===== src/hdl/afsra_pkg.sv =====
// ----------------------------------------------------------------------------
// afsra_pkg
// Shared widths, register indexes and types for the audio frame sample rate
// adjust core.
// ----------------------------------------------------------------------------
package afsra_pkg;

   localparam int unsigned FILL_W        = 18;
   localparam int unsigned FRAME_W       = 28;
   localparam int unsigned FRAC_W        = 16;
   localparam int unsigned INT_W         = FRAME_W - FRAC_W + 1;
   localparam int unsigned SAMPLES_W     = 13;
   localparam int unsigned ADJ_W         = 6;
   localparam int unsigned CSR_IDX_W     = 2;
   localparam int unsigned CSR_DATA_W    = FRAME_W;

   localparam int unsigned MAX_ADJUST_DEFAULT    = 16;
   localparam int unsigned SETTLE_FRAMES_DEFAULT = 10;

   localparam logic [FRAME_W-1:0] FRAME_SAMPLES_RESET = FRAME_W'(48168960);

   typedef enum logic [CSR_IDX_W-1:0] {
      CSR_FRAME_SAMPLES = 2'd0,
      CSR_LOW_THRESHOLD = 2'd1,
      CSR_HIGH_THRESHOLD = 2'd2
   } csr_index_type;

   typedef struct packed {
      logic [FRAME_W-1:0] frame_samples_fixed;
      logic [FILL_W-1:0]  low_threshold;
      logic [FILL_W-1:0]  high_threshold;
   } cfg_type;

endpackage


===== src/hdl/afsra_accum.sv =====
// ----------------------------------------------------------------------------
// afsra_accum
// Fractional sample accumulator and saturated next-frame sample count.
// ----------------------------------------------------------------------------
module afsra_accum import afsra_pkg::*; (
   input  logic                    clock,
   input  logic                    reset,
   input  logic                    advance,
   input  cfg_type                 cfg,
   input  logic signed [ADJ_W-1:0] adjust_next,
   output logic [SAMPLES_W-1:0]    samples_next
);

   localparam int unsigned SUM_W = FRAME_W + 1;
   localparam int unsigned CNT_W = SAMPLES_W + 1;

   logic [FRAC_W-1:0]       frac_ff, frac_in;
   logic [SUM_W-1:0]        sum;
   logic [INT_W-1:0]        int_part;
   logic signed [CNT_W-1:0] count;

   assign sum      = SUM_W'(frac_ff) + SUM_W'(cfg.frame_samples_fixed);
   assign frac_in  = sum[FRAC_W-1:0];
   assign int_part = sum[SUM_W-1:FRAC_W];
   assign count    = $signed(CNT_W'(int_part)) + CNT_W'(adjust_next);
   assign samples_next = count[CNT_W-1] ? '0 : count[SAMPLES_W-1:0];

   always_ff @(posedge clock) begin
      if (reset) begin
         frac_ff <= '0;
      end else if (advance) begin
         frac_ff <= frac_in;
      end
   end

endmodule


===== config.mk =====
export PLATFORM = sky130hd
export DESIGN_NAME = afsra_accum
export DESIGN_NICKNAME = d
export VERILOG_FILES = /design/src/hdl/afsra_pkg.sv /design/src/hdl/afsra_accum.sv
export SDC_FILE = /design/constraint.sdc
export NUM_CORES = 1
export LEC_CHECK = 0
export BUFFER_PORTS_ARGS = -buffer_cell sky130_fd_sc_hd__buf_4
export CAP_MARGIN = 20
export CELL_PAD_IN_SITES_DETAIL_PLACEMENT = 1
export CELL_PAD_IN_SITES_GLOBAL_PLACEMENT = 1
export CORE_AREA = 2 2 123 77
export CTS_CLUSTER_DIAMETER = 200
export CTS_CLUSTER_SIZE = 28
export DETAILED_ROUTE_END_ITERATION = 7
export DIE_AREA = 0 0 125 79
export GPL_ROUTABILITY_DRIVEN = 0
export HOLD_SLACK_MARGIN = 0.08
export PLACE_DENSITY = 0.75
export SYNTH_ARGS = -nofsm -noshare
export SYNTH_HDL_FRONTEND = slang
export SYNTH_SLANG_ARGS = --single-unit

===== constraint.sdc =====
create_clock -name clock -period 8.5 [get_ports clock]
set_clock_uncertainty 0.2 [all_clocks]
set_input_delay 1.275 -clock clock [delete_from_list [all_inputs] [get_ports clock]]
set_output_delay 1.275 -clock clock [all_outputs]
set_load 0.005 [all_outputs]

[Word level (Yosys, flattened, before mapping)]
Cells that the tools add are included.
Cells by class
  $add $sub $neg: 2
  mux-type cells: 1
Operators with widths (count)
  $add 16x28->29: 1
  $add 14x6->14: 1
  $mux 13: 1
Word-level totals
  register bits after elaboration: 16
  input bits: 73
  output and inout port bits: 13

[Depth between registers and ports, before layout]
  word-level depth: 3
  mapped depth: 17

[Worst setup path after synthesis]
OpenSTA, ideal clock, no wires.
  path kind: input to output
  start: in cfg[36] in the netlist's numbering
  end: out samples_next[10]
  arrival time: 4.521 ns
  slack: 2.504 ns
  cell stages on the path: 17
  cells stage by stage: ha_1 inv_1 fa_1 nand2b_1 a21oi_2 o2111ai_1 a2111oi_2 nand4b_1 nand3_1 ha_1 a21oi_1 nand2_1 a311oi_2 a21oi_1 o211a_1 buf_6 nor2_1
Between the ends
  longest elaborated chain between the ends: 3
RTL lines
  start, declared: line afsra_accum.sv:9  | input cfg_type cfg,
  $add 16x28->29: line afsra_accum.sv:22  | assign sum = SUM_W'(frac_ff) + SUM_W'(cfg.frame_samples_fixed);
  $add 14x6->14: line afsra_accum.sv:25  | assign count = $signed(CNT_W'(int_part)) + CNT_W'(adjust_next);
  $mux 13: line afsra_accum.sv:26  | assign samples_next = count[CNT_W-1] ? '0 : count[SAMPLES_W-1:0];
  end, declared: line afsra_accum.sv:11  | output logic [SAMPLES_W-1:0] samples_next
No other way between the ends.

[Final worst setup path]
  start: in cfg[36] in the netlist's numbering
  end: out samples_next[0]
Same word-level chain as after synthesis.

==> results.sh <==
export IMPL_place_hpwl_microns=6240
export IMPL_yosysWarnings=0
export IMPL_path_clk_slew_ns=0.06
export IMPL_fp_dieH_microns=79
export IMPL_hold_viol=0
export IMPL_syn_area_sq_mm=0.00255
export IMPL_crit_arrival_ns=5.67
export IMPL_fillCellCount=1088
export IMPL_rows=27
export IMPL_num_antenna_cells=0
export IMPL_switching_share=0.399
export IMPL_wl_per_cell_microns=15.6
export IMPL_dieArea_sq_mm=0.00988
export IMPL_top_regs="frac_ff x16"
export IMPL_grt_pass1_vias=2688
export IMPL_slew_headroom=0.613
export IMPL_synth_edf_count=0
export IMPL_grt_use_total=0.156
export IMPL_startpoint_type="primary input"
export IMPL_critPathCaptureType="output port"
export IMPL_worstSkewPairLatency_ns=0.25
export IMPL_utilization=0.350
export IMPL_power_frac_clock=0.235
export IMPL_vias=2620
export IMPL_finalSetupViolCount=0
export IMPL_critPathMaxFanout=11
export IMPL_fmax_mhz=140
export IMPL_synth_distinct_cells=63
export IMPL_ys_seq_area_frac=0.126
export IMPL_via_per_inst=5.35
export IMPL_core_area_sq_mm=0.00885
export IMPL_wirelength_microns=7670
export IMPL_synth_top_flop_cell="dfxtp_1"
export IMPL_period_needed_ns=7.14
export IMPL_initialDrtViolationCount=88
export IMPL_cts_setup_buffers=0
export IMPL_synth_nets=439
export IMPL_drive_gt1_frac=0.176
export IMPL_drc=0
export IMPL_leakage_nw=1.41
export IMPL_syn_avg_cell_area_sq_um=7.68
export IMPL_hold_worst_slack_ns=0.280
export IMPL_global_route_overflow_total=0
export IMPL_power_density_mw_per_mm2=147
export IMPL_cts_sinks=16
export IMPL_ys_seq_elements=16
export IMPL_numPortBuffers=49
export IMPL_post_cts_resized=0
export IMPL_root_buffer="clkbuf_16"
export IMPL_die_w_microns=125
export IMPL_numCtsBuffers=3
export IMPL_async_flop_share=0
export IMPL_cts_htree_levels=1
export IMPL_ir_drop_uv=79.4
export IMPL_combPwrFrac=0.562
export IMPL_start_util=0.288
export IMPL_area_delta_synth_final_pct=21.6
export IMPL_finalNetCount=482
export IMPL_antenna_found_initial=0
export IMPL_tritoncts="yes"
export IMPL_cp_required_ns=7.03
export IMPL_fin_tns_setup_ns=0
export IMPL_grt_pass1_wl_microns=12900
export IMPL_period_share=0.840
export IMPL_hp_class="reg2reg"
export IMPL_p_sw_w=0.000182
export IMPL_status="finished, final reports clean"
export IMPL_io_pin_count=86
export IMPL_ant_nets=0
export IMPL_firstDrtPassIters=4
export IMPL_ctsHoldBuffers=0
export IMPL_p_seq_frac=0.203
export IMPL_rsz0062_at_grt="false"
export IMPL_synthCells=332
export IMPL_p_int_w=0.000275
export IMPL_largest_register="frac_ff"
export IMPL_cap_viol_max_count=0
export IMPL_largest_reg_flops=16
export IMPL_grt_max_degree=30
export IMPL_critical_path_class="in2out"
export IMPL_worstMarginPinSlew_ns=0.574
export IMPL_slew_violations=0
export IMPL_max_clock_path_buffers=2
## cells in the mapped netlist, types with 8 or more instances
cell type  number  area share
dfxtp_1        16        0.13
nand2_1        19       0.028
o21ai_0        14       0.027
nor3_1          8       0.016
xnor2_1        17       0.058
a21o_1         10       0.029
inv_1          18       0.026
nand2b_1       13       0.032
ha_1           32        0.16
xor2_1         12       0.041
nor2_1         41       0.060
a21oi_1        26       0.051
## layout make-up
class	instances	area, sq um	share of cell area
multi-input cells	287	2110	0.681
clock buffers	4	88.8	0.0286
inverters	18	67.6	0.0218
flip-flops and latches	16	320	0.103
repair buffers	49	368	0.119
well taps	116	145	0.0468
## power by group through the flow
| stage | registers (W) | logic, W | clock network, W |
|---|---|---|---|
| after detailed placement | 0.0000946 | 0.000255 | 0 |
| after CTS | 0.0000931 | 0.000258 | 0.000110 |
| after global placement | 0.0000935 | 0.000244 | 0 |
| after floorplan | 0.0000926 | 0.000178 | 0 |
| after global routing | 0.0000944 | 0.000286 | 0.000111 |
| final | 0.0000929 | 0.000257 | 0.000107 |
## cells by family (layout without fill, tap and decap cells)
| group | after synthesis | in the layout | share of synthesized area |
|---|---|---|---|
| compound gates | 96 | 96 | 0.287 |
| xor+xnor | 29 | 29 | 0.0996 |
| fa+ha+maj | 34 | 34 | 0.173 |
| buf+inv | 29 | 71 | 0.0466 |
| flops | 16 | 16 | 0.126 |
| mux | 7 | 7 | 0.0275 |
| simple gates | 121 | 121 | 0.241 |
## path summary, 6_finish.rpt
check | start | endpoint | slack, ns | cells after the start
hold reg to reg | frac_ff[8] | frac_ff[8] | 0.28 | 2
setup reg to reg | frac_ff[0] | frac_ff[14] | 5.61 | 9
setup / recovery | cfg[36] | samples_next[0] | 1.36 | 18
hold / removal | frac_ff[8] | frac_ff[8] | 0.28 | 2
## routing by layer
metal  part of all wire  wire (microns)  vias to the layer above  track usage
li1                   -               -                     1293            -
met5                  0               0                        -            0
met2               0.44            3400                       60        0.264
met1               0.50            3860                     1261        0.217
met4             0.0069              53                        0       0.0289
met3              0.047             359                        6       0.0162
## cell usage in the layout, fill, tap and decap left out, types with 3 or more instances in the layout
cell type and instances:
a21o_1 10, o21ai_0 14, dfxtp_1 16, nor2b_1 3, o21a_1 3, nand2b_1 13, a211oi_1 6, and2_1 3
a211o_1 3, o211ai_1 4, clkbuf_16 3, a21oi_1 26, xor2_1 12, buf_4 49, nor2_1 41, mux2i_1 7
nand2_1 19, nor3_1 8, o22ai_1 3, inv_1 18, and3_1 4, nand4_1 5, xnor2_1 17, nand3_1 7
nor3b_1 7, ha_1 32
## worst max-delay path: stages
cell       delay (ns)
buf_4            0.08
ha_1             0.16
inv_1            0.06
fa_1             0.39
nand2b_1         0.20
a21oi_2          0.29
o2111ai_1        0.22
a2111oi_2        0.54
nand4b_1         0.19
nand3_1          0.12
ha_1             0.34
a21oi_1          0.17
nand2_1          0.14
a311oi_2         0.49
a211o_1          0.20
o211a_1          0.42
and2b_1          0.25
buf_4            0.13
## per-stage QoR
step | setup slack (ns) | power, W | cells | instance area, sq um
3_5_place_dp | 1.39 | 0.000350 | 486 | 3010
5_1_grt | 1.07 | 0.000491 | 490 | 3100
4_1_cts | 1.35 | 0.000461 | 490 | 3100
6_report | 1.36 | 0.000457 | 490 | 3100
2_1_floorplan | 2.50 | 0.000270 | 332 | 2550
3_3_place_gp | 1.52 | 0.000338 | 486 | 3010
Power figures use the tool's default switching activity.
