File: src/hdl/afsra_pkg.sv
// ----------------------------------------------------------------------------
// afsra_pkg
// Shared widths, register indexes and types for the audio frame sample rate
// adjust core.
// ----------------------------------------------------------------------------
package afsra_pkg;

   localparam int unsigned FILL_W        = 18;
   localparam int unsigned FRAME_W       = 28;
   localparam int unsigned FRAC_W        = 16;
   localparam int unsigned INT_W         = FRAME_W - FRAC_W + 1;
   localparam int unsigned SAMPLES_W     = 13;
   localparam int unsigned ADJ_W         = 6;
   localparam int unsigned CSR_IDX_W     = 2;
   localparam int unsigned CSR_DATA_W    = FRAME_W;

   localparam int unsigned MAX_ADJUST_DEFAULT    = 16;
   localparam int unsigned SETTLE_FRAMES_DEFAULT = 10;

   localparam logic [FRAME_W-1:0] FRAME_SAMPLES_RESET = FRAME_W'(48168960);

   typedef enum logic [CSR_IDX_W-1:0] {
      CSR_FRAME_SAMPLES = 2'd0,
      CSR_LOW_THRESHOLD = 2'd1,
      CSR_HIGH_THRESHOLD = 2'd2
   } csr_index_type;

   typedef struct packed {
      logic [FRAME_W-1:0] frame_samples_fixed;
      logic [FILL_W-1:0]  low_threshold;
      logic [FILL_W-1:0]  high_threshold;
   } cfg_type;

endpackage

File: src/hdl/afsra_csr.sv
// ----------------------------------------------------------------------------
// afsra_csr
// Configuration registers: frame samples (12.16) and the two fill thresholds.
// ----------------------------------------------------------------------------
module afsra_csr import afsra_pkg::*; (
   input  logic                  clock,
   input  logic                  reset,
   input  logic                  wr_en,
   input  logic [CSR_IDX_W-1:0]  wr_index,
   input  logic [CSR_DATA_W-1:0] wr_data,
   output cfg_type               cfg
);

   cfg_type cfg_ff;
   cfg_type cfg_in;

   always_comb begin
      cfg_in = cfg_ff;
      if (wr_en) begin
         unique case (csr_index_type'(wr_index))
            CSR_FRAME_SAMPLES:  cfg_in.frame_samples_fixed = wr_data;
            CSR_LOW_THRESHOLD:  cfg_in.low_threshold = wr_data[FILL_W-1:0];
            CSR_HIGH_THRESHOLD: cfg_in.high_threshold = wr_data[FILL_W-1:0];
            default: ;
         endcase
      end
   end

   always_ff @(posedge clock) begin
      if (reset) begin
         cfg_ff.frame_samples_fixed <= FRAME_SAMPLES_RESET;
         cfg_ff.low_threshold <= '0;
         cfg_ff.high_threshold <= '0;
      end else begin
         cfg_ff <= cfg_in;
      end
   end

   assign cfg = cfg_ff;

endmodule

File: config.mk
export PLATFORM = sky130hd
export DESIGN_NAME = afsra_csr
export DESIGN_NICKNAME = d
export VERILOG_FILES = /design/src/hdl/afsra_pkg.sv /design/src/hdl/afsra_csr.sv
export SDC_FILE = /design/constraint.sdc
export NUM_CORES = 1
export LEC_CHECK = 0
export ABC_CLOCK_PERIOD_IN_PS = 1150
export BUFFER_PORTS_ARGS = -buffer_cell sky130_fd_sc_hd__buf_2
export CAP_MARGIN = 10
export CORE_ASPECT_RATIO = 1.25
export CORE_UTILIZATION = 49
export DETAILED_ROUTE_END_ITERATION = 8
export PLACE_DENSITY_LB_ADDON = 0.2
export REMOVE_ABC_BUFFERS = 1
export SETUP_SLACK_MARGIN = 0.02
export SLEW_MARGIN = 20
export SYNTH_ARGS = -nofsm -noshare
export SYNTH_HDL_FRONTEND = slang
export SYNTH_SLANG_ARGS = --single-unit
export TNS_END_PERCENT = 1
File: constraint.sdc
create_clock -name clock -period 1.15 [get_ports clock]
set_clock_uncertainty 0.15 [all_clocks]
set_input_delay 0.115 -clock clock [delete_from_list [all_inputs] [get_ports clock]]
set_output_delay 0.115 -clock clock [all_outputs]
set_load 0.02 [all_outputs]
### Yosys cells after proc, flatten, opt, wreduce, memory -nomap -nowiden

Cells that the tools add are included.

| storage, ports and cells | value |
|---|---|
| logic and storage cells | 9 |
| output and inout bits | 64 |
| input bits | 33 |
| register bits after elaboration | 64 |

| cells by class | value |
|---|---|
| reductions and logical operators | 4 |
| eq/ne operators | 2 |

Operators by type and width:

| cell | count |
|---|---|
| $reduce_and A2 Y1 | 3 |
| $eq A2 B1 Y1 const B | 1 |
| $eq A2 B2 Y1 const B | 1 |
| $logic_not A2 Y1 | 1 |

### Depth between registers and ports, before layout

Gate-level depths: netlist of run 1.

| logic depth | value |
|---|---|
| depth after elaboration | 2 |
| depth in mapped cells | 4 |
| gate-level depth less buffers | 2 |

### Least setup slack after synthesis of run 1

Ideal clock, no wire load.

| timing | value |
|---|---|
| kind | in2reg |
| from | input port wr_index[1] |
| to | register cfg_ff (netlist bit cfg[37]) |
| stages on the path | 4 |
| setup time | 0.072 ns |
| data required time | 0.928 ns |
| path slack | 0.152 ns |
| arrival time | 0.776 ns |
| buffers on the path | 2 |
| cells stage by stage | nor3b_2 -> buf_6 -> buf_12 -> mux2i_1 |

| between the ends | value |
|---|---|
| word-level cells in the longest chain between the ends | 2 |

Ends and longest elaborated chain:

| element | line | RTL |
|---|---|---|
| from (decl) | afsra_csr.sv:9 | `input logic [CSR_IDX_W-1:0] wr_index,` |
| $logic_not A2 Y1 | afsra_csr.sv:20 | `unique case (csr_index_type'(wr_index))` |
| $reduce_and A2 Y1 (no source line) | -- |  |
| to (signal assigned) | afsra_csr.sv:35 | `cfg_ff <= cfg_in;` |
| to (decl) | afsra_csr.sv:14 | `cfg_type cfg_ff;` |

Every way passes these cells.
A chain may end at the register's enable or synchronous reset.

### Worst setup path after layout of run 1

| timing | value |
|---|---|
| from | register cfg_ff (netlist bit cfg[54]) |
| to | output port cfg[54] (netlist name) |

RTL lines:

| element | line | RTL |
|---|---|---|
| to (decl) | afsra_csr.sv:11 | `output cfg_type cfg` |

No word-level cell between the ends.

==> results of run 1 <==
[cells in the mapped netlist (all sizes together)]
library cell and instances:
and3b 1, buf 11, nor3b 1, clkbuf 6, dfxtp 64, nand2b 78
nor2 16, nand3b 2, mux2i 64
[cell usage in the layout (no fill, tap or decap), drive strengths merged]
cell / netlist / layout
buf: 11 / 102
clkbuf: 6 / 14
nand2b: 78 / 78
nor2: 16 / 16
dlygate4sd3: 0 / 28
nand3b: 2 / 2
dfxtp: 64 / 64
nor3b: 1 / 1
mux2i: 64 / 64
and3b: 1 / 1
[metal layers]
layer,up-vias,share of wire,global-route usage
li1,1038,-,-
met1,928,0.44,0.240
met2,66,0.48,0.338
met3,14,0.051,0.0611
met4,0,0.031,0.110
met5,-,0,0
[cell families after synthesis]
family                 share of synthesized area
DFF                                        0.484
muxes                                      0.242
buffers and inverters                     0.0525
and+or+nand+nor                            0.221
[power groups by stage]
stage	clock (uW)	combinational, uW	sequential, uW
4_1_cts	1740	607	2330
2_1_floorplan	0	205	2480
3_5_place_dp	0	533	2380
6_report	1690	607	2340
3_3_place_gp	0	524	2380
5_1_grt	1840	657	2340
[how the worst max path moves through the flow]
| stage | from | endpoint | slack [ns] | depth (start not counted) |
|---|---|---|---|---|
| after floorplan | wr_index[1] | cfg[36] | -1.08 | 2 |
| after global placement | wr_index[1] | cfg[62] | -0.01 | 4 |
| after detailed placement | wr_index[1] | cfg[55] | -0.03 | 4 |
| after CTS | cfg[3] | cfg[3] | 0.02 | 1 |
| after global routing | cfg[27] | cfg[27] | 0.001 | 1 |
| final | cfg[54] | cfg[54] | 0.04 | 1 |
[metrics by stage]
stage / hold slack (ns) / instance area [um^2]
2_1_floorplan: 0.120 / 2510
3_3_place_gp: 0.216 / 3170
4_1_cts: 0.0713 / 3620
6_report: 0.0871 / 3630
3_5_place_dp: 0.230 / 3170
5_1_grt: 0.100 / 3630
[layout make-up]
| cell class | instances | area [um^2] | share of cell area |
|---|---|---|---|
| tap | 62 | 77.6 | 0.0214 |
| multi-input combinational | 162 | 1230 | 0.339 |
| sequential | 64 | 1280 | 0.353 |
| timing repair buffer | 130 | 868 | 0.239 |
| clock buffer | 14 | 173 | 0.0475 |
[repair_timing]
item,in CTS,in global routing
gates resized for setup,0,5
endpoints found under the hold margin,64,0
setup endpoints to repair,0,22
hold buffers,28,0
==> metrics.md, run 1 <==
| Metric | Value |
|---|---|
| Skew-Pair Late Insertion Delay | 0.33 ns |
| Finished Layout Cells | 432 |
| Status | completed |
| TritonCTS clock tree | done |
| Max_slew headroom | 0.860 |
| Placed cells | 390 |
| Register area share after synthesis | 0.484 |
| Final core utilization | 0.705 |
| Drt first pass iters | 4 |
| Seq pwr share | 0.504 |
| Seq cells post-synth | 64 |
| CP Class | register to output port |
| Final Setup Violations | 0 |
| Initial antenna violation count | 0 |
| Hold wc startpoint | wr_en |
| Warnings, synthesis | 0 |
| Internal power | 3540 uW |
| Worst Hold Class | input pin to register |
| Switch Pwr | 1090 uW |
| Worst Tran Pin Value | 0.209 ns |
| Area Overhead vs Synth | 37.3% |
| I/O Buffers | 96 |
| Netlist cell types | 11 |
| Die Area | 5700 um^2 |
| Clock Path Buffers | 2 |
| Clock share of power | 0.365 |
| WHS Path Cells | 3 |
| Max stage delay on crit path | 0.34 ns |
| Root buffer cell | clkbuf_8 |
| Syn Inst Count | 243 |
| Worst Setup Start Kind | register |
| Vias after detailed routing | 2046 |
| Post-synthesis cell area | 2650 um^2 |
| Fillers | 418 |
| Start of the worst register-to-register path | cfg[53] |
| Worst R2R Setup Slack | 0.34 ns |
| Via density | 4.74 |
| Reg-to-reg endpoint | cfg[53] |
| Dpl ws | -0.0344 ns |
| RSZ-0062 raised after global routing | yes |
| Comb power frac | 0.131 |
| VDD IR-drop max | 0.927 mV |
| Die Wd | 67.7 um |
| P per Cell Area | 1280 nW/um^2 |
| Total CTS buffers | 9 |
| Post-CTS setup buffer count | 0 |
| CP arrival | 0.85 ns |
| Core outline area | 5150 um^2 |
| Max reg flops | 64 |
| Vias in the first global route | 2023 |
| Wirelength, routed | 5.51 mm |
| Count of final hold-check violations | 0 |
| Final count of pins violating max slew | 0 |
| WHS Endpoint | cfg[34] |
| Slowest cell on the critical path | dfxtp_1 |
| Critical path's top delay family | flip-flops |
| Drt drc | 0 |
| Synth top area cells | dfxtp_1, mux2i_1, nand2b_1 |
| Setup ws final | 0.0383 ns |
| Syn avg cell area | 10.9 um^2 |
| Post-route ant nets | 0 |
| Die height | 84.2 um |
| Sw frac | 0.236 |
| Row Count | 29 |
| Final nets | 400 |
| Fin crit period | 1.11 ns |
| Fraction of layout cells with a size suffix above 1 | 0.314 |
| Post-route setup TNS | 0 ns |
| Hpwl dp | 3.42 mm |
| R2R cell count | 2 |
| Count of clock tree sinks | 64 |
| Worst setup EP type | output port |
| Largest net degree at the start of global routing | 49 |
| # IOs | 97 |
| Total Routing Usage GR | 0.208 |
| H-tree depth | 3 |
| Initial drt markers | 57 |
| WL per Instance | 12.8 um |
| CTS clock-pin slew for the worst setup and hold paths | 0.06 ns |
| Area share of the largest cell type after synthesis | 0.484 |
| Global-route wire length before repair | 8.85 mm |
| Power, Total | 4630 uW |
| Placer's final routability congestion estimate | 0.687 |
| Crit Path Max Fanout | 2 |
| Tcrit/Tclk final | 0.967 |
| Worst EP required | 0.88 ns |
| Leak Pwr | 0.00178 uW |
| CP Buf/Inv Count | 1 |
| Grt ovf | 0 |
| Highest clock rate | 0.899 GHz |
| Cells along the critical path | buf_2 |
| Starting density of the core | 0.514 |
| Top cell type by total area after synthesis | dfxtp_1 |
| Ant. Diodes | 0 |
| Max Cap Viol | 0 |
(Power assumes the default switching activity.)
==> inputs of run 2 (changes only) <==
Settings changed: ABC_CLOCK_PERIOD_IN_PS 1150 to 900, CAP_MARGIN 10 to not set, CORE_UTILIZATION 49 to 44.
Clock period 1.15 ns to 0.9 ns, I/O delays scaled along.
==> metrics.md, run 2 (synthesis gave the netlist of run 1 again) <==
| Metric | Value |
|---|---|
| Final hold slack | 0.0493 ns (-0.0378 ns) |
| TritonCTS clock tree | done |
| Row Count | 31 (+6.9%) |
| Power, Total | 6460 uW (+39%) |
| Final nets | 401 (+0.25%) |
| Worst R2R Setup Slack | 0.06 ns (-0.28 ns) |
| Area Overhead vs Synth | 61.7% |
| Fin crit period | 1.04 ns |
| Die height | 88.7 um (+5.4%) |
| Routed wl met2 | 3.35 mm (+27%) |
| CP Class | register to output port |
| Root buffer cell | clkbuf_8 |
| Reg area | 1360 um^2 (+6.3%) |
| Hpwl dp | 3.57 mm (+4.4%) |
| Leak Pwr | 0.00199 uW (+12%) |
| Max stage delay on crit path | 0.35 ns (about the same) |
| Total CTS buffers | 9 (unchanged) |
| Worst EP required | 0.66 ns (-0.22 ns) |
| P per Cell Area | 1510 nW/um^2 (+18%) |
| Worst setup EP type | output port |
| Slowest cell on the critical path | dfxtp_2 |
| Status | complete, but fails checks |
| Highest clock rate | 0.964 GHz |
| Vias after detailed routing | 2085 (+1.9%) |
| Skew-Pair Late Insertion Delay | 0.33 ns (about the same) |
| Placer's final routability congestion estimate | 0.681 (-0.95%) |
| Largest net degree at the start of global routing | 46 (-6.1%) |
| CP Buf/Inv Count | 1 (unchanged) |
| Initial antenna violation count | 0 (unchanged) |
| Die Area | 6330 um^2 (+11%) |
| Drt first pass iters | 6 (+2) |
| Metal3 WL | 247 um (-12%) |
| CP arrival | 0.80 ns (-0.05 ns) |
| Clock Path Buffers | 2 (unchanged) |
| Setup ws final | -0.137 ns (-0.175 ns) |
| Count of final hold-check violations | 0 (unchanged) |
| Global-route wire length before repair | 9.35 mm (+5.6%) |
| H-tree depth | 3 (unchanged) |
| Vias in the first global route | 2007 (-0.79%) |
| Crit Path Max Fanout | 2 (unchanged) |
| Post-route setup TNS | -7.79 ns (-7.79 ns) |
| Worst Hold Class | input pin to register |
| # IOs | 97 (unchanged) |
| Wirelength, routed | 6.25 mm (+13%) |
| Die Wd | 71.4 um (+5.4%) |
| Max_slew headroom | 0.853 (-0.00723) |
| Grt ovf | 0 (unchanged) |
| Final Setup Violations | 64 (+64) |
| VDD IR-drop max | 0.742 mV (-20%) |
| Critical path's top delay family | flip-flops |
| Tcrit/Tclk final | 1.15 |
| Post-route ant nets | 0 (unchanged) |
| I/O Buffers | 96 (unchanged) |
| Final count of pins violating max slew | 0 (unchanged) |
| Via density | 4.74 (about the same) |
| Core outline area | 5780 um^2 (+12%) |
| Drt drc | 10 (+10) |
| CTS clock-pin slew for the worst setup and hold paths | 0.07 ns (about the same) |
| Worst Setup Start Kind | register |
| Area of the multi-input gates | 1360 um^2 (+9.9%) |
| Fillers | 393 (-6.0%) |
| Max reg flops | 64 (unchanged) |
| Fraction of layout cells with a size suffix above 1 | 0.536 (+0.223) |
| Count of clock tree sinks | 64 (unchanged) |
| Failing checks | DRC, setup timing |
| Commonest cells after routing, fill and taps aside | nand2b_1, dfxtp_2, buf_6 |
| Initial drt markers | 75 (+32%) |
| RSZ-0062 raised after global routing | yes |
| Starting density of the core | 0.458 (-0.0557) |
| WL per Instance | 14.2 um (+11%) |
| Worst Tran Pin Value | 0.220 ns (+0.0109 ns) |
| Top layer in use | met4 |
| Max Cap Viol | 0 (unchanged) |
| Cells along the critical path | buf_6 |
| Metal1 wirelength | 2.52 mm (+4.7%) |
| Total Routing Usage GR | 0.199 (-0.00902) |
-- run 2: cell count changes in the layout (fill, tap and decap cells not counted), sizes merged --
cell and delta:
clkinv +2, buf +1, bufinv +1, clkbuf -1, diode +1, dlygate4sd3 -1, dlymetal6s4s +1
-- run 2: per-layer routing --
| layer | vias up | global-route usage |
|---|---|---|
| met5 | - | 0 |
| met4 | 0 | 0.105 |
| met3 | 12 | 0.0535 |
| met2 | 54 | 0.358 |
| met1 | 977 | 0.214 |
| li1 | 1042 | - |
-- run 2: per-stage QoR --
stage / utilization / instance area (um^2) / instances / setup slack, ns
2_1_floorplan: - / 2510 / 226 / -1.31
3_3_place_gp: 0.551 / 3180 / 394 / -0.222
3_5_place_dp: 0.551 / 3180 / 394 / -0.271
4_1_cts: 0.718 / 4150 / 439 / -0.159
5_1_grt: 0.740 / 4280 / 439 / -0.178
6_report: 0.740 / 4280 / 440 / -0.137
-- run 2: what timing repair did --
item	in CTS	in global routing
endpoints found under the setup margin	64	97
buffers inserted	1	0
gates cloned	0	0
hold endpoints to repair	64	0
hold buffers	28	0
resized for setup	192	19
-- run 2: worst min-delay path, cell delays in order --
cell and delay [ns]:
buf_2 0.11, and3b_2 0.22, mux2i_1 0.07
-- run 2: area by class of cell --
type                            count  area share
Antenna cell                        1    0.000585
Multi-Input combinational cell    162       0.317
Timing Repair Buffer              131       0.299
Sequential cell                    64       0.318
Tap cell                           66      0.0193
Clock buffer                       13      0.0371
Clock inverter                      3     0.00936
-- run 2: worst paths after layout --
path	from	to	cells after the start
hold reg to reg	cfg[44]	cfg[44]	2
hold / removal	wr_en	cfg[34]	3
setup reg to reg	cfg[42]	cfg[42]	3
setup / recovery	cfg[38]	cfg[38]	1
-- run 2: report_power, final --
| part | internal (uW) | switching (uW) | leakage (uW) |
|---|---|---|---|
| Sequential | 2950 | 73.1 | 0.000543 |
| Clock | 1420 | 1040 | 0.000103 |
| Combinational | 549 | 424 | 0.00134 |
| Total | 4930 | 1530 | 0.00199 |
