==> config.mk <==
export PLATFORM = sky130hd
export DESIGN_NAME = afsra_adjust
export DESIGN_NICKNAME = d
export VERILOG_FILES = /design/src/hdl/afsra_pkg.sv /design/src/hdl/afsra_adjust.sv
export SDC_FILE = /design/constraint.sdc
export NUM_CORES = 1
export LEC_CHECK = 0
export BUFFER_PORTS_ARGS = -buffer_cell sky130_fd_sc_hd__buf_2
export CORE_MARGIN = 2
export CORE_UTILIZATION = 53
export CTS_CLUSTER_SIZE = 25
export DETAILED_ROUTE_END_ITERATION = 7
export GPL_ROUTABILITY_DRIVEN = 1
export MAX_ROUTING_LAYER = met4
export PLACE_DENSITY = 0.91
export SYNTH_ARGS = -nofsm -noshare
export SYNTH_HDL_FRONTEND = slang
export SYNTH_SLANG_ARGS = --single-unit
==> constraint.sdc <==
create_clock -name clock -period 6.8 [get_ports clock]
set_input_delay 1.02 -clock clock [delete_from_list [all_inputs] [get_ports clock]]
set_output_delay 1.02 -clock clock [all_outputs]
set_load 0.1 [all_outputs]
==> src/hdl/afsra_pkg.sv <==
// ----------------------------------------------------------------------------
// afsra_pkg
// Shared widths, register indexes and types for the audio frame sample rate
// adjust core.
// ----------------------------------------------------------------------------
package afsra_pkg;

   localparam int unsigned FILL_W        = 18;
   localparam int unsigned FRAME_W       = 28;
   localparam int unsigned FRAC_W        = 16;
   localparam int unsigned INT_W         = FRAME_W - FRAC_W + 1;
   localparam int unsigned SAMPLES_W     = 13;
   localparam int unsigned ADJ_W         = 6;
   localparam int unsigned CSR_IDX_W     = 2;
   localparam int unsigned CSR_DATA_W    = FRAME_W;

   localparam int unsigned MAX_ADJUST_DEFAULT    = 16;
   localparam int unsigned SETTLE_FRAMES_DEFAULT = 10;

   localparam logic [FRAME_W-1:0] FRAME_SAMPLES_RESET = FRAME_W'(48168960);

   typedef enum logic [CSR_IDX_W-1:0] {
      CSR_FRAME_SAMPLES = 2'd0,
      CSR_LOW_THRESHOLD = 2'd1,
      CSR_HIGH_THRESHOLD = 2'd2
   } csr_index_type;

   typedef struct packed {
      logic [FRAME_W-1:0] frame_samples_fixed;
      logic [FILL_W-1:0]  low_threshold;
      logic [FILL_W-1:0]  high_threshold;
   } cfg_type;

endpackage

==> src/hdl/afsra_adjust.sv <==
// ----------------------------------------------------------------------------
// afsra_adjust
// Low/mid/high run counters and the signed sample adjustment.
// ----------------------------------------------------------------------------
module afsra_adjust import afsra_pkg::*; #(
   parameter int unsigned MAX_ADJUST    = MAX_ADJUST_DEFAULT,
   parameter int unsigned SETTLE_FRAMES = SETTLE_FRAMES_DEFAULT
) (
   input  logic                    clock,
   input  logic                    reset,
   input  logic                    advance,
   input  logic [FILL_W-1:0]       fill_bytes,
   input  logic                    active,
   input  cfg_type                 cfg,
   output logic signed [ADJ_W-1:0] adjust_next
);

   localparam int unsigned RUN_W = $clog2(MAX_ADJUST + 1);
   localparam int unsigned MID_W = $clog2(SETTLE_FRAMES + 2);
   localparam logic [RUN_W-1:0] RUN_MAX = RUN_W'(MAX_ADJUST);
   localparam logic [MID_W-1:0] MID_MAX = MID_W'(SETTLE_FRAMES + 1);
   localparam logic [MID_W-1:0] MID_SETTLE = MID_W'(SETTLE_FRAMES);

   logic [RUN_W-1:0]        low_run_ff, low_run_in;
   logic [MID_W-1:0]        mid_run_ff, mid_run_in;
   logic [RUN_W-1:0]        high_run_ff, high_run_in;
   logic signed [ADJ_W-1:0] adj_ff, adj_in;
   logic                    is_low, is_high;

   assign is_low  = fill_bytes < cfg.low_threshold;
   assign is_high = fill_bytes > cfg.high_threshold;

   always_comb begin
      low_run_in  = low_run_ff;
      mid_run_in  = mid_run_ff;
      high_run_in = high_run_ff;
      adj_in      = adj_ff;
      if (active) begin
         priority if (is_low) begin
            low_run_in  = (low_run_ff < RUN_MAX) ? low_run_ff + 1'b1 : low_run_ff;
            mid_run_in  = '0;
            high_run_in = '0;
            adj_in      = $signed(ADJ_W'(low_run_in));
         end else if (is_high) begin
            low_run_in  = '0;
            mid_run_in  = '0;
            high_run_in = (high_run_ff < RUN_MAX) ? high_run_ff + 1'b1 : high_run_ff;
            adj_in      = -$signed(ADJ_W'(high_run_in));
         end else begin
            low_run_in  = '0;
            high_run_in = '0;
            mid_run_in  = (mid_run_ff < MID_MAX) ? mid_run_ff + 1'b1 : mid_run_ff;
            if (mid_run_in >= MID_SETTLE) begin
               adj_in = '0;
            end
         end
      end
   end

   always_ff @(posedge clock) begin
      if (reset) begin
         low_run_ff  <= '0;
         mid_run_ff  <= '0;
         high_run_ff <= '0;
         adj_ff      <= '0;
      end else if (advance) begin
         low_run_ff  <= low_run_in;
         mid_run_ff  <= mid_run_in;
         high_run_ff <= high_run_in;
         adj_ff      <= adj_in;
      end
   end

   assign adjust_next = adj_in;

   // adjustment never leaves its clamp
   a_adj_range: assert property (@(posedge clock) disable iff (reset)
      (adj_ff <= $signed(ADJ_W'(MAX_ADJUST))) && (adj_ff >= -$signed(ADJ_W'(MAX_ADJUST))))
      else $error("adjustment out of range");

   // low and high runs are exclusive
   a_run_excl: assert property (@(posedge clock) disable iff (reset)
      (low_run_ff == '0) || (high_run_ff == '0))
      else $error("low and high runs both open");

   // a low item always leaves a positive adjustment equal to the run
   a_low_tracks: assert property (@(posedge clock) disable iff (reset)
      advance && active && is_low |=> (adj_ff > 0) && (adj_ff == $signed(ADJ_W'(low_run_ff))))
      else $error("adjustment does not follow low run");

   // settled band clears the adjustment
   a_settled: assert property (@(posedge clock) disable iff (reset)
      mid_run_ff >= MID_SETTLE |-> adj_ff == '0)
      else $error("adjustment not cleared after settle");

endmodule

Yosys cells after proc, flatten, opt, wreduce, memory -nomap -nowiden
Index checks and enable logic that the tools add are counted.
Storage, ports and cells
  logic and storage cells: 27
  output and inout port bits: 6
  flip-flop bits (word level): 20
  input bits: 86
Operators by class
  $lt $le $gt $ge: 6
  $add $sub $neg: 4
  mux-type cells: 12
  reduce and logical (&&, ||, !) cells: 1
Operator list (count)
  5-bit two-way mux: 5
  6-bit two-way mux: 4
  18-bit > comparator: 1
  18-bit less-than comparator: 1
  4-bit two-way mux: 3
  5-bit by 1-bit adder with 5-bit output, second input constant: 2
  5-bit less-than comparator, second input constant: 2
  5-bit negation with 6-bit output: 1
  4-bit by 1-bit adder with 4-bit output, second input constant: 1
  4-bit greater-or-equal comparator, second input constant: 1
  4-bit less-than comparator, second input constant: 1
  2-bit AND reduction: 1

Depth between registers and ports, before layout
Gate-level depths: netlist (run 1).
  depth after elaboration: 7
  depth in mapped cells: 9
  gate-level depth less buffers: 8

Least setup slack after synthesis (run 1)
Ideal clock, no wire load.
  path kind: in2out
  start point: in cfg[13] (netlist bit)
  end point: out adjust_next[2]
  stages: 8
  arrival time: 4.097 ns
  buffers on the path: 0
  data required time: 5.780 ns
  setup slack: 1.683 ns
  cells stage by stage: inv_1 -> ha_1 -> nand4_2 -> or4_1 -> mux2i_1 -> a21oi_2 -> mux2_2 -> o221ai_1
On the way
  cells in the longest elaborated chain, start to end: 4
RTL lines
  start, declared: line afsra_adjust.sv:14  | input cfg_type cfg,
  18-bit > comparator: line afsra_adjust.sv:31  | assign is_high = fill_bytes > cfg.high_threshold;
  6-bit two-way mux: line afsra_adjust.sv:44  | end else if (is_high) begin
  6-bit two-way mux: line afsra_adjust.sv:39  | priority if (is_low) begin
  6-bit two-way mux: line afsra_adjust.sv:38  | if (active) begin
  end, declared: line afsra_adjust.sv:15  | output logic signed [ADJ_W-1:0] adjust_next
Every way passes these cells.

Worst setup path after layout (run 1)
  start point: in cfg[9] (netlist bit)
  end point: out adjust_next[2]
The elaborated chain is that of the path after synthesis.

==> results of run 1 <==
flip-flops by register name, summed over array words and instances, names as in the netlist:
name and flops:
adj_ff 6, high_run_ff 5, low_run_ff 5, mid_run_ff 4
area by class of cell:
cell class | count | area (um2) | area share [%]
multi-input cells | 228 | 1685 | 62.42
flip-flops and latches | 20 | 400.4 | 14.83
repair buffers | 64 | 322.8 | 11.96
inverters | 42 | 157.7 | 5.839
well taps | 50 | 62.56 | 2.317
clock buffers | 3 | 41.29 | 1.529
clock inverters | 1 | 30.03 | 1.112
worst reg2reg max path: stages (launching register included):
cell	delay, ns
dfxtp_1	0.48
ha_1	0.30
mux2i_1	0.19
ha_1	0.30
nor2_1	0.07
o21ai_0	0.15
nand3_1	0.10
mux2_2	0.28
o21ai_1	0.12
power by group:
part,internal (mW),switching (mW),leakage [nW]
logic,0.0534,0.0894,1.09
clock network,0.0787,0.0429,0.0357
registers,0.120,0.00249,0.162
through the flow:
stage,cell area [um2],setup WS (ns),std cells,util [%],power [mW]
after floorplan,2308,1.683,303,-,0.2285
after global placement,2629,2.106,404,64.33,0.2615
after detailed placement,2629,2.045,404,64.33,0.2667
after CTS,2700,2.039,408,66.07,0.3889
after global routing,2700,1.913,408,66.07,0.4096
final,2700,2.051,408,66.07,0.3865
worst min-delay path by stage:
stage          cells past startpoint            end     startpoint
5_1_grt                            2  mid_run_ff[1]  mid_run_ff[1]
2_1_floorplan                      2  low_run_ff[3]  low_run_ff[3]
6_report                           2  low_run_ff[3]  low_run_ff[3]
4_1_cts                            2  low_run_ff[3]  low_run_ff[3]
3_5_place_dp                       2  low_run_ff[3]  low_run_ff[3]
3_3_place_gp                       2  low_run_ff[3]  low_run_ff[3]
cells in the final DEF (no fill, tap or decap), drive strengths merged, types with 3 or more instances in the layout:
cell / instances
a211o: 3
a211oi: 3
a21o: 4
a21oi: 23
a31oi: 8
and2: 4
buf: 64
clkbuf: 3
dfxtp: 20
ha: 39
inv: 42
mux2: 6
mux2i: 4
nand2: 29
nand3: 10
nand4: 6
nand4b: 4
nor2: 9
nor2b: 4
nor3: 6
nor3b: 6
o211ai: 4
o21a: 8
o21ai: 13
o221ai: 5
xnor2: 7
layer usage:
metal,share of wire [%],vias up
met5,0,-
met4,2.0,0
met3,4.6,13
met2,50,67
met1,43,1105
li1,-,1206
kinds of logic after synthesis:
family | Yosys count | synth area share, %
and+or+nand+nor | 89 | 20.43
xor gates and xnor gates | 9 | 3.415
AOI/OAI and AO/OA | 81 | 23.36
adders and majority gates | 39 | 21.14
DFF | 20 | 17.34
buffers and inverters | 55 | 9.648
muxes | 10 | 4.661
==> results.py, run 1 <==
metrics = {
    "run_status": {
        "status": "complete, no violations",
    },
    "critical_path": {
        "r2r-end": "adj_ff[4]",
        "path_buf_inv": 3,
        "rrSetupSlack_ns": 4.73,
        "startpoint": "cfg[9]",
        "cp_slowest_stage_delay_ns": 0.64,
        "crit_required_ns": 5.78,
        "path_cells": "buf_2, inv_1, ha_1, nand4_1, nor3_1, a2111oi_1, a21oi_2, mux2_2, o221ai_1, buf_2",
        "cp.depth": 10,
        "slowest_stage": "a21oi_2",
        "cp-end-kind": "primary output",
        "critPathMaxFanout": 15,
        "timing.rr.start": "high_run_ff[0]",
        "crit_top_cell": "buf_2",
        "ff2ff_path_depth": 8,
        "worstSetupStartpointType": "input port",
        "cp-endpoint": "adjust_next[2]",
        "crit_type": "in -> out",
        "arrival_ns": 3.73,
        "cp_top_family": "compound AO/OA/AOI/OAI gates",
    },
    "placed_design": {
        "portBuffers": 63,
        "hpwl_mm": 4.430,
        "place.gp.congestion": 0.8546,
    },
    "clocking": {
        "cts_sinks": 20,
        "cts_buffer_depth": 2,
        "cts_setup_buffers": 0,
        "numCtsBuffers": 3,
        "clk_pin_slew_ns": 0.08,
        "hold_buffers": 0,
        "cts_resized": 0,
        "cts_tree": "yes",
        "clk_latency_ns": 0.26,
        "cts_max_level": 1,
        "cts-root-buf": "clkbuf_8",
    },
    "drt": {
        "routed_wl_mm": 5.682,
        "drtAntennaViolNets": 0,
        "wl_per_cell_um": 13.93,
        "drt_pass1_iterations": 4,
        "drtIter0Drc": 94,
        "vias": 2391,
        "drcViolationCount": 0,
        "viasPerCell": 5.860,
    },
    "synth": {
        "synth_top_area_share_pct": 21.14,
        "syn_nets": 428,
        "synthTopCellsByCount": "42 x inv_1, 39 x ha_1, 29 x nand2_1",
        "yosysSeqAreaShare_pct": 17.34,
        "yosys_warnings": 0,
        "yosys-top-cells-area": "ha_1 21%, dfxtp_1 17%, inv_1 6.8%",
        "synth_edf_count": 0,
        "synthCells": 303,
        "async_flop_share_pct": 0,
        "syn_area_um2": 2308,
        "synth_ff_type": "dfxtp_1",
        "syn_area_per_cell_um2": 7.619,
        "synth_area_leader_cell": "ha_1",
        "yosysUniqueCellTypes": 48,
        "ys_ff_latch": 20,
        "synth_most_common_cell": "inv_1",
    },
    "cells_and_area": {
        "nNetsFinal": 484,
        "fillCellCount": 354,
        "area_growth_pct": 16.96,
        "antennaDiodeCount": 0,
        "drive_gt1_share_pct": 21.79,
    },
    "sta": {
        "rsz0062_at_grt": "no",
        "worst-slew-pin-transition_ns": 0.8026,
        "finalClockSkew_ns": 0.003460,
        "finalSetupViolations": 0,
        "max_slew_margin_pct": 46.49,
        "fin_crit_ns": 4.749,
        "fmax_mhz": 210.6,
        "hold_ws_ns": 0.5042,
        "finalCritPeriodShare_pct": 69.85,
        "fin_setup_tns_ns": 0,
        "hold_viol": 0,
        "slew_violations": 0,
    },
    "die": {
        "io_pins": 92,
        "die_w_um": 70.00,
        "rows": 23,
        "die_y_um": 70.00,
        "initial_utilization_pct": 56.49,
        "dieArea_um2": 4899,
        "core_area_um2": 4086,
    },
    "global_route": {
        "grt_pass1_wl_mm": 9.873,
        "use_met2_pct": 42.96,
        "grt_start_max_net_pins": 22,
        "overflow": 0,
        "grt_use_met1_pct": 28.83,
        "first_global_vias": 2288,
        "antenna_found_initial": 0,
        "grt_usage_pct": 24.52,
        "gr-max-usage-layer": "met2",
        "met3_usage_pct": 3.030,
    },
    "flow_run": {
        "cap_violations": 0,
    },
    "pwr": {
        "powerDensity_nw_per_um2": 143.1,
        "peakVddDrop_v": 0.0001148,
        "p_leak_nw": 1.288,
    },
    "min_path": {
        "min_path_type": "reg -> reg",
    },
}
(Power assumes the default switching activity.)
==> inputs of run 2 (changes only) <==
--- a/config.mk
+++ b/config.mk
@@ -7,12 +7,12 @@
 export LEC_CHECK = 0
 export BUFFER_PORTS_ARGS = -buffer_cell sky130_fd_sc_hd__buf_2
 export CORE_MARGIN = 2
-export CORE_UTILIZATION = 53
+export CORE_UTILIZATION = 45
 export CTS_CLUSTER_SIZE = 25
 export DETAILED_ROUTE_END_ITERATION = 7
 export GPL_ROUTABILITY_DRIVEN = 1
 export MAX_ROUTING_LAYER = met4
-export PLACE_DENSITY = 0.91
+export PLACE_DENSITY = 0.83
 export SYNTH_ARGS = -nofsm -noshare
 export SYNTH_HDL_FRONTEND = slang
 export SYNTH_SLANG_ARGS = --single-unit
==> constraint.sdc (replaced) <==
create_clock -name clock -period 4.17 [get_ports clock]
set_input_delay 0.6255 -clock clock [delete_from_list [all_inputs] [get_ports clock]]
set_output_delay 0.6255 -clock clock [all_outputs]
set_load 0.1 [all_outputs]
==> run 2 against run 1 <==
  * Via count is 1.5% lower
  * Flip-flop and latch count did not move
  * Count of clock-buffer cells in the layout up 1
  * Critical endpoint is now adjust_next[5]
  * Cell count grew 5.1%
==> results.py, run 2 (synthesized netlist as in run 1, its figures left out) <==
metrics = {
    "run_status": {
        "status": "complete, no violations",
    },
    "die": {
        "core_area_um2": 5042,
        "rows": 26,
        "io_pins": 92,
        "die_w_um": 75.63,
        "dieArea_um2": 5719,
        "initial_utilization_pct": 45.78,
        "die_y_um": 75.63,
    },
    "critical_path": {
        "cp_slowest_stage_delay_ns": 0.65,
        "worstSetupStartpointType": "input port",
        "crit_type": "in -> out",
        "crit_top_cell": "buf_2",
        "slowest_stage": "a21oi_2",
        "path_cells": "buf_2, ha_1, nand2_1, o21ai_0, a2bb2oi_1, a21oi_2, mux2_2, o22ai_2, buf_2",
        "critPathMaxFanout": 15,
        "cp-end-kind": "primary output",
        "cp_top_family": "compound AO/OA/AOI/OAI gates",
        "arrival_ns": 3.14,
        "crit_required_ns": 3.54,
        "path_buf_inv": 2,
    },
    "sta": {
        "fmax_mhz": 265.7,
        "fin_setup_tns_ns": 0,
        "max_slew_margin_pct": 47.64,
        "worst-slew-pin-transition_ns": 0.7855,
        "finalCritPeriodShare_pct": 90.24,
        "fin_crit_ns": 3.763,
        "finalClockSkew_ns": 0.002257,
        "hold_ws_ns": 0.4974,
        "rsz0062_at_grt": "no",
        "slew_violations": 0,
        "finalSetupViolations": 0,
        "hold_viol": 0,
        "setup_slack_ns": 0.4068,
    },
    "cells_and_area": {
        "largest_register_ff_count": 6,
        "reg_top3": "adj_ff x6, high_run_ff x5, low_run_ff x5",
        "final_cells": 429,
        "area_growth_pct": 22.55,
        "mostFrequentLayoutCells": "58 x buf_2, 42 x inv_1, 39 x ha_1",
        "nNetsFinal": 485,
        "max_flop_register": "adj_ff",
        "drive_gt1_share_pct": 23.68,
        "antennaDiodeCount": 0,
        "final_common_cell": "buf_2",
    },
    "clocking": {
        "cts_tree": "yes",
        "cts-root-buf": "clkbuf_8",
        "cts_buffer_depth": 2,
        "cts_max_level": 1,
        "numCtsBuffers": 3,
        "clk_latency_ns": 0.27,
        "hold_buffers": 0,
        "cts_setup_buffers": 0,
        "clk_pin_slew_ns": 0.08,
        "cts_resized": 0,
        "cts_sinks": 20,
    },
    "drt": {
        "drtIter0Drc": 96,
        "routed_wl_mm": 5.542,
        "vias": 2355,
        "drt_pass1_iterations": 4,
        "viasPerCell": 5.490,
        "drcViolationCount": 0,
        "wl_per_cell_um": 12.92,
        "drtAntennaViolNets": 0,
    },
    "global_route": {
        "first_global_vias": 2153,
        "grt_start_max_net_pins": 22,
        "grt_usage_pct": 20.06,
        "antenna_found_initial": 0,
        "grt_pass1_wl_mm": 8.825,
        "overflow": 0,
    },
    "pwr": {
        "p_comb_share_pct": 42.1,
        "swShare_pct": 37.13,
        "p_switching_uw": 227.4,
        "p_int_uw": 384.9,
        "clkPwrFrac_pct": 25.3,
        "seqPwrFrac_pct": 32.5,
        "peakVddDrop_v": 0.0001752,
        "p_leak_nw": 1.308,
        "powerDensity_nw_per_um2": 216.4,
    },
    "placed_design": {
        "place.gp.congestion": 0.9299,
        "hpwl_mm": 4.354,
        "portBuffers": 63,
        "dpl.cell_count": 425,
        "post-place-ws_ns": 0.4384,
    },
    "flow_run": {
        "cap_violations": 0,
    },
    "min_path": {
        "min_path_type": "reg -> reg",
    },
}
## run 2: cell type report
class | instances | area (um2)
fill | 452 | 2213
multi-input combinational | 228 | 1723
timing repair buffer | 65 | 405.4
sequential | 20 | 400.4
inverter | 42 | 157.7
tap | 70 | 87.58
clock buffer | 4 | 55.05
## run 2: worst register-to-register path, cell delays in order, from the launching register on
cell	delay (ns)
dfxtp_1	0.47
ha_1	0.29
mux2i_1	0.20
ha_1	0.29
nor2_1	0.07
o21ai_0	0.14
nand3_1	0.11
mux2_2	0.30
o21ai_1	0.13
## run 2: final timing paths
check / start / endpoint / slack, ns / cells past startpoint
worst min register to register: low_run_ff[3] / low_run_ff[3] / 0.50 / 2
worst max-delay path: fill_bytes[5] / adjust_next[5] / 0.41 / 9
worst max register to register: high_run_ff[0] / adj_ff[4] / 2.11 / 8
worst min-delay path: low_run_ff[3] / low_run_ff[3] / 0.50 / 2
## run 2: per-layer routing
layer  GRT usage [%]  vias to the layer above  part of all wire (%)
li1                -                     1210                     -
met1           23.37                     1056                    45
met2           35.65                       78                    47
met3           2.249                       11                   5.3
met4           6.823                        0                   2.3
met5               -                        -                     0
## run 2: power by group through the flow
stage	registers, mW	clock network [mW]	logic (mW)
finish	0.199	0.155	0.258
global route	0.200	0.161	0.284
CTS	0.199	0.156	0.259
detailed placement	0.204	0	0.257
global placement	0.203	0	0.251
floorplan	0.203	0	0.176
## run 2: metrics by stage
step | util [%] | cell area, um2 | total power [mW]
2_1_floorplan | - | 2346 | 0.3789
3_3_place_gp | 55.01 | 2774 | 0.4547
3_5_place_dp | 55.01 | 2774 | 0.4611
4_1_cts | 56.10 | 2829 | 0.6140
5_1_grt | 56.10 | 2829 | 0.6452
6_report | 56.10 | 2829 | 0.6123
==> inputs of run 3 (changes only) <==
==> constraint.sdc (replaced) <==
create_clock -name clock -period 4.17 [get_ports clock]
set_input_delay 0.834 -clock clock [delete_from_list [all_inputs] [get_ports clock]]
set_output_delay 0.834 -clock clock [all_outputs]
set_load 0.1 [all_outputs]
==> run 3 against run 2 <==
  * Register-to-register slack is essentially flat
  * Critical path depth is the same
  * Cell count is the same
  * Power shrank 2.8%
  * Worst hold slack gained 0.0017 ns
  * Count of clock-buffer cells in the layout shrank 1
  * Largest cell class unchanged
==> results.py, run 3 (synthesized netlist as in run 1, its figures left out) <==
metrics = {
    "placed_design": {
        "place.gp.congestion": 0.9634,
        "hpwl_mm": 4.403,
        "portBuffers": 63,
    },
    "drt": {
        "routed_wl_mm": 5.716,
        "viasPerCell": 5.543,
        "drtAntennaViolNets": 0,
        "wl_per_cell_um": 13.32,
        "drcViolationCount": 0,
        "drtIter0Drc": 72,
        "drt_pass1_iterations": 4,
        "vias": 2378,
    },
    "critical_path": {
        "slowest_stage": "a21oi_2",
        "path_cells": "buf_2, ha_1, nand4_1, nor3_1, a2111oi_1, a21oi_2, mux2_2, o221ai_2, buf_12",
        "arrival_ns": 3.10,
        "cp-end-kind": "primary output",
        "worstSetupStartpointType": "input port",
        "critPathMaxFanout": 11,
        "r2r-end": "adj_ff[4]",
        "rrSetupSlack_ns": 2.11,
        "crit_required_ns": 3.34,
        "cp_top_family": "compound AO/OA/AOI/OAI gates",
        "crit_type": "in -> out",
        "path_buf_inv": 2,
        "ff2ff_path_depth": 8,
        "cp_slowest_stage_delay_ns": 0.50,
        "timing.rr.start": "high_run_ff[0]",
    },
    "min_path": {
        "min_path_type": "reg -> reg",
        "hold_start": "low_run_ff[3]",
        "whs_endpoint": "low_run_ff[3]",
        "min_path_cells": 2,
    },
    "sta": {
        "fin_setup_tns_ns": 0,
        "fin_crit_ns": 3.931,
        "fmax_mhz": 254.4,
        "max_slew_margin_pct": 54.92,
        "hold_viol": 0,
        "finalCritPeriodShare_pct": 94.27,
        "slew_violations": 0,
        "rsz0062_at_grt": "no",
        "worst-slew-pin-transition_ns": 0.6746,
        "finalClockSkew_ns": 0.002447,
        "finalSetupViolations": 0,
    },
    "die": {
        "die_w_um": 75.63,
        "initial_utilization_pct": 45.78,
        "dieArea_um2": 5719,
        "io_pins": 92,
        "core_area_um2": 5042,
        "die_y_um": 75.63,
        "rows": 26,
    },
    "cells_and_area": {
        "drive_gt1_share_pct": 23.68,
        "multi_input_area_um2": 1723,
        "final_common_cell": "buf_2",
        "fillCellCount": 436,
        "max_flop_register": "adj_ff",
        "antennaDiodeCount": 0,
        "regArea_um2": 400.4,
        "final_util_pct": 56.28,
        "area_growth_pct": 22.93,
        "mostFrequentLayoutCells": "57 x buf_2, 42 x inv_1, 39 x ha_1",
        "nNetsFinal": 486,
        "largest_register_ff_count": 6,
        "reg_top3": "adj_ff x6, high_run_ff x5, low_run_ff x5",
    },
    "pwr": {
        "peakVddDrop_v": 0.0001812,
        "powerDensity_nw_per_um2": 209.8,
        "p_leak_nw": 1.309,
    },
    "clocking": {
        "cts_resized": 0,
        "cts_max_level": 1,
        "cts_sinks": 20,
        "cts-root-buf": "clkbuf_8",
        "numCtsBuffers": 3,
        "cts_setup_buffers": 0,
        "hold_buffers": 0,
        "cts_tree": "yes",
        "clk_pin_slew_ns": 0.08,
        "cts_buffer_depth": 2,
        "clk_latency_ns": 0.26,
    },
    "flow_run": {
        "cap_violations": 0,
    },
    "global_route": {
        "antenna_found_initial": 0,
        "first_global_vias": 2104,
        "grt_pass1_wl_mm": 8.480,
        "overflow": 0,
        "grt_start_max_net_pins": 22,
        "grt_usage_pct": 19.40,
    },
    "run_status": {
        "status": "complete, no violations",
    },
}
run 3: cell count changes in the layout (fill, tap and decap cells not counted):
cell and change:
buf_12 +1, buf_2 -1, buf_4 +1, clkbuf_8 -1
run 3: through the flow:
stage	std cells	worst slack, ns	hold slack [ns]	cell area, um2	total power, mW
detailed placement	426	0.2114	0.4892	2796	0.4667
global placement	426	0.2498	0.4762	2796	0.4589
finish	429	0.2388	0.4991	2838	0.5953
CTS	429	0.2037	0.4997	2838	0.5947
floorplan	303	0.07217	0.4576	2346	0.3789
global route	429	0.02376	0.5420	2838	0.6239
run 3: where the power goes:
| group | total (mW) | switching (mW) | internal [mW] |
|---|---|---|---|
| sequential | 0.199 | 0.00425 | 0.195 |
| clock | 0.132 | 0.0676 | 0.0646 |
| combinational | 0.264 | 0.154 | 0.110 |
| total | 0.595 | 0.226 | 0.369 |
run 3: worst max path at each step:
stage                        start             end  slack (ns)  depth (start not counted)
floorplan                  cfg[13]  adjust_next[2]        0.07                          8
finish               fill_bytes[5]  adjust_next[4]        0.24                          9
global route                cfg[9]  adjust_next[2]        0.02                         10
global placement    fill_bytes[13]  adjust_next[2]        0.25                          9
detailed placement   fill_bytes[9]  adjust_next[2]        0.21                          9
CTS                  fill_bytes[9]  adjust_next[2]        0.20                          9
run 3: layout make-up:
cell class | instances | area share, %
timing repair buffer | 66 | 15.08
tap | 70 | 3.086
clock buffer | 3 | 1.455
inverter | 42 | 5.556
sequential | 20 | 14.11
multi-input combinational | 228 | 60.71
run 3: layer usage:
layer  share of wire [%]  track usage, %
met5                   0               -
met3                 5.6           2.116
met4                 1.9           6.823
met2                  48           35.27
met1                  45           21.90
run 3: worst register-to-register path, delay by kind of cell (launching register included):
family	cells	cell delay (ns)
mux	2	0.50
fa+ha+maj	2	0.59
compound gates	2	0.26
flops	1	0.46
simple gates	2	0.19
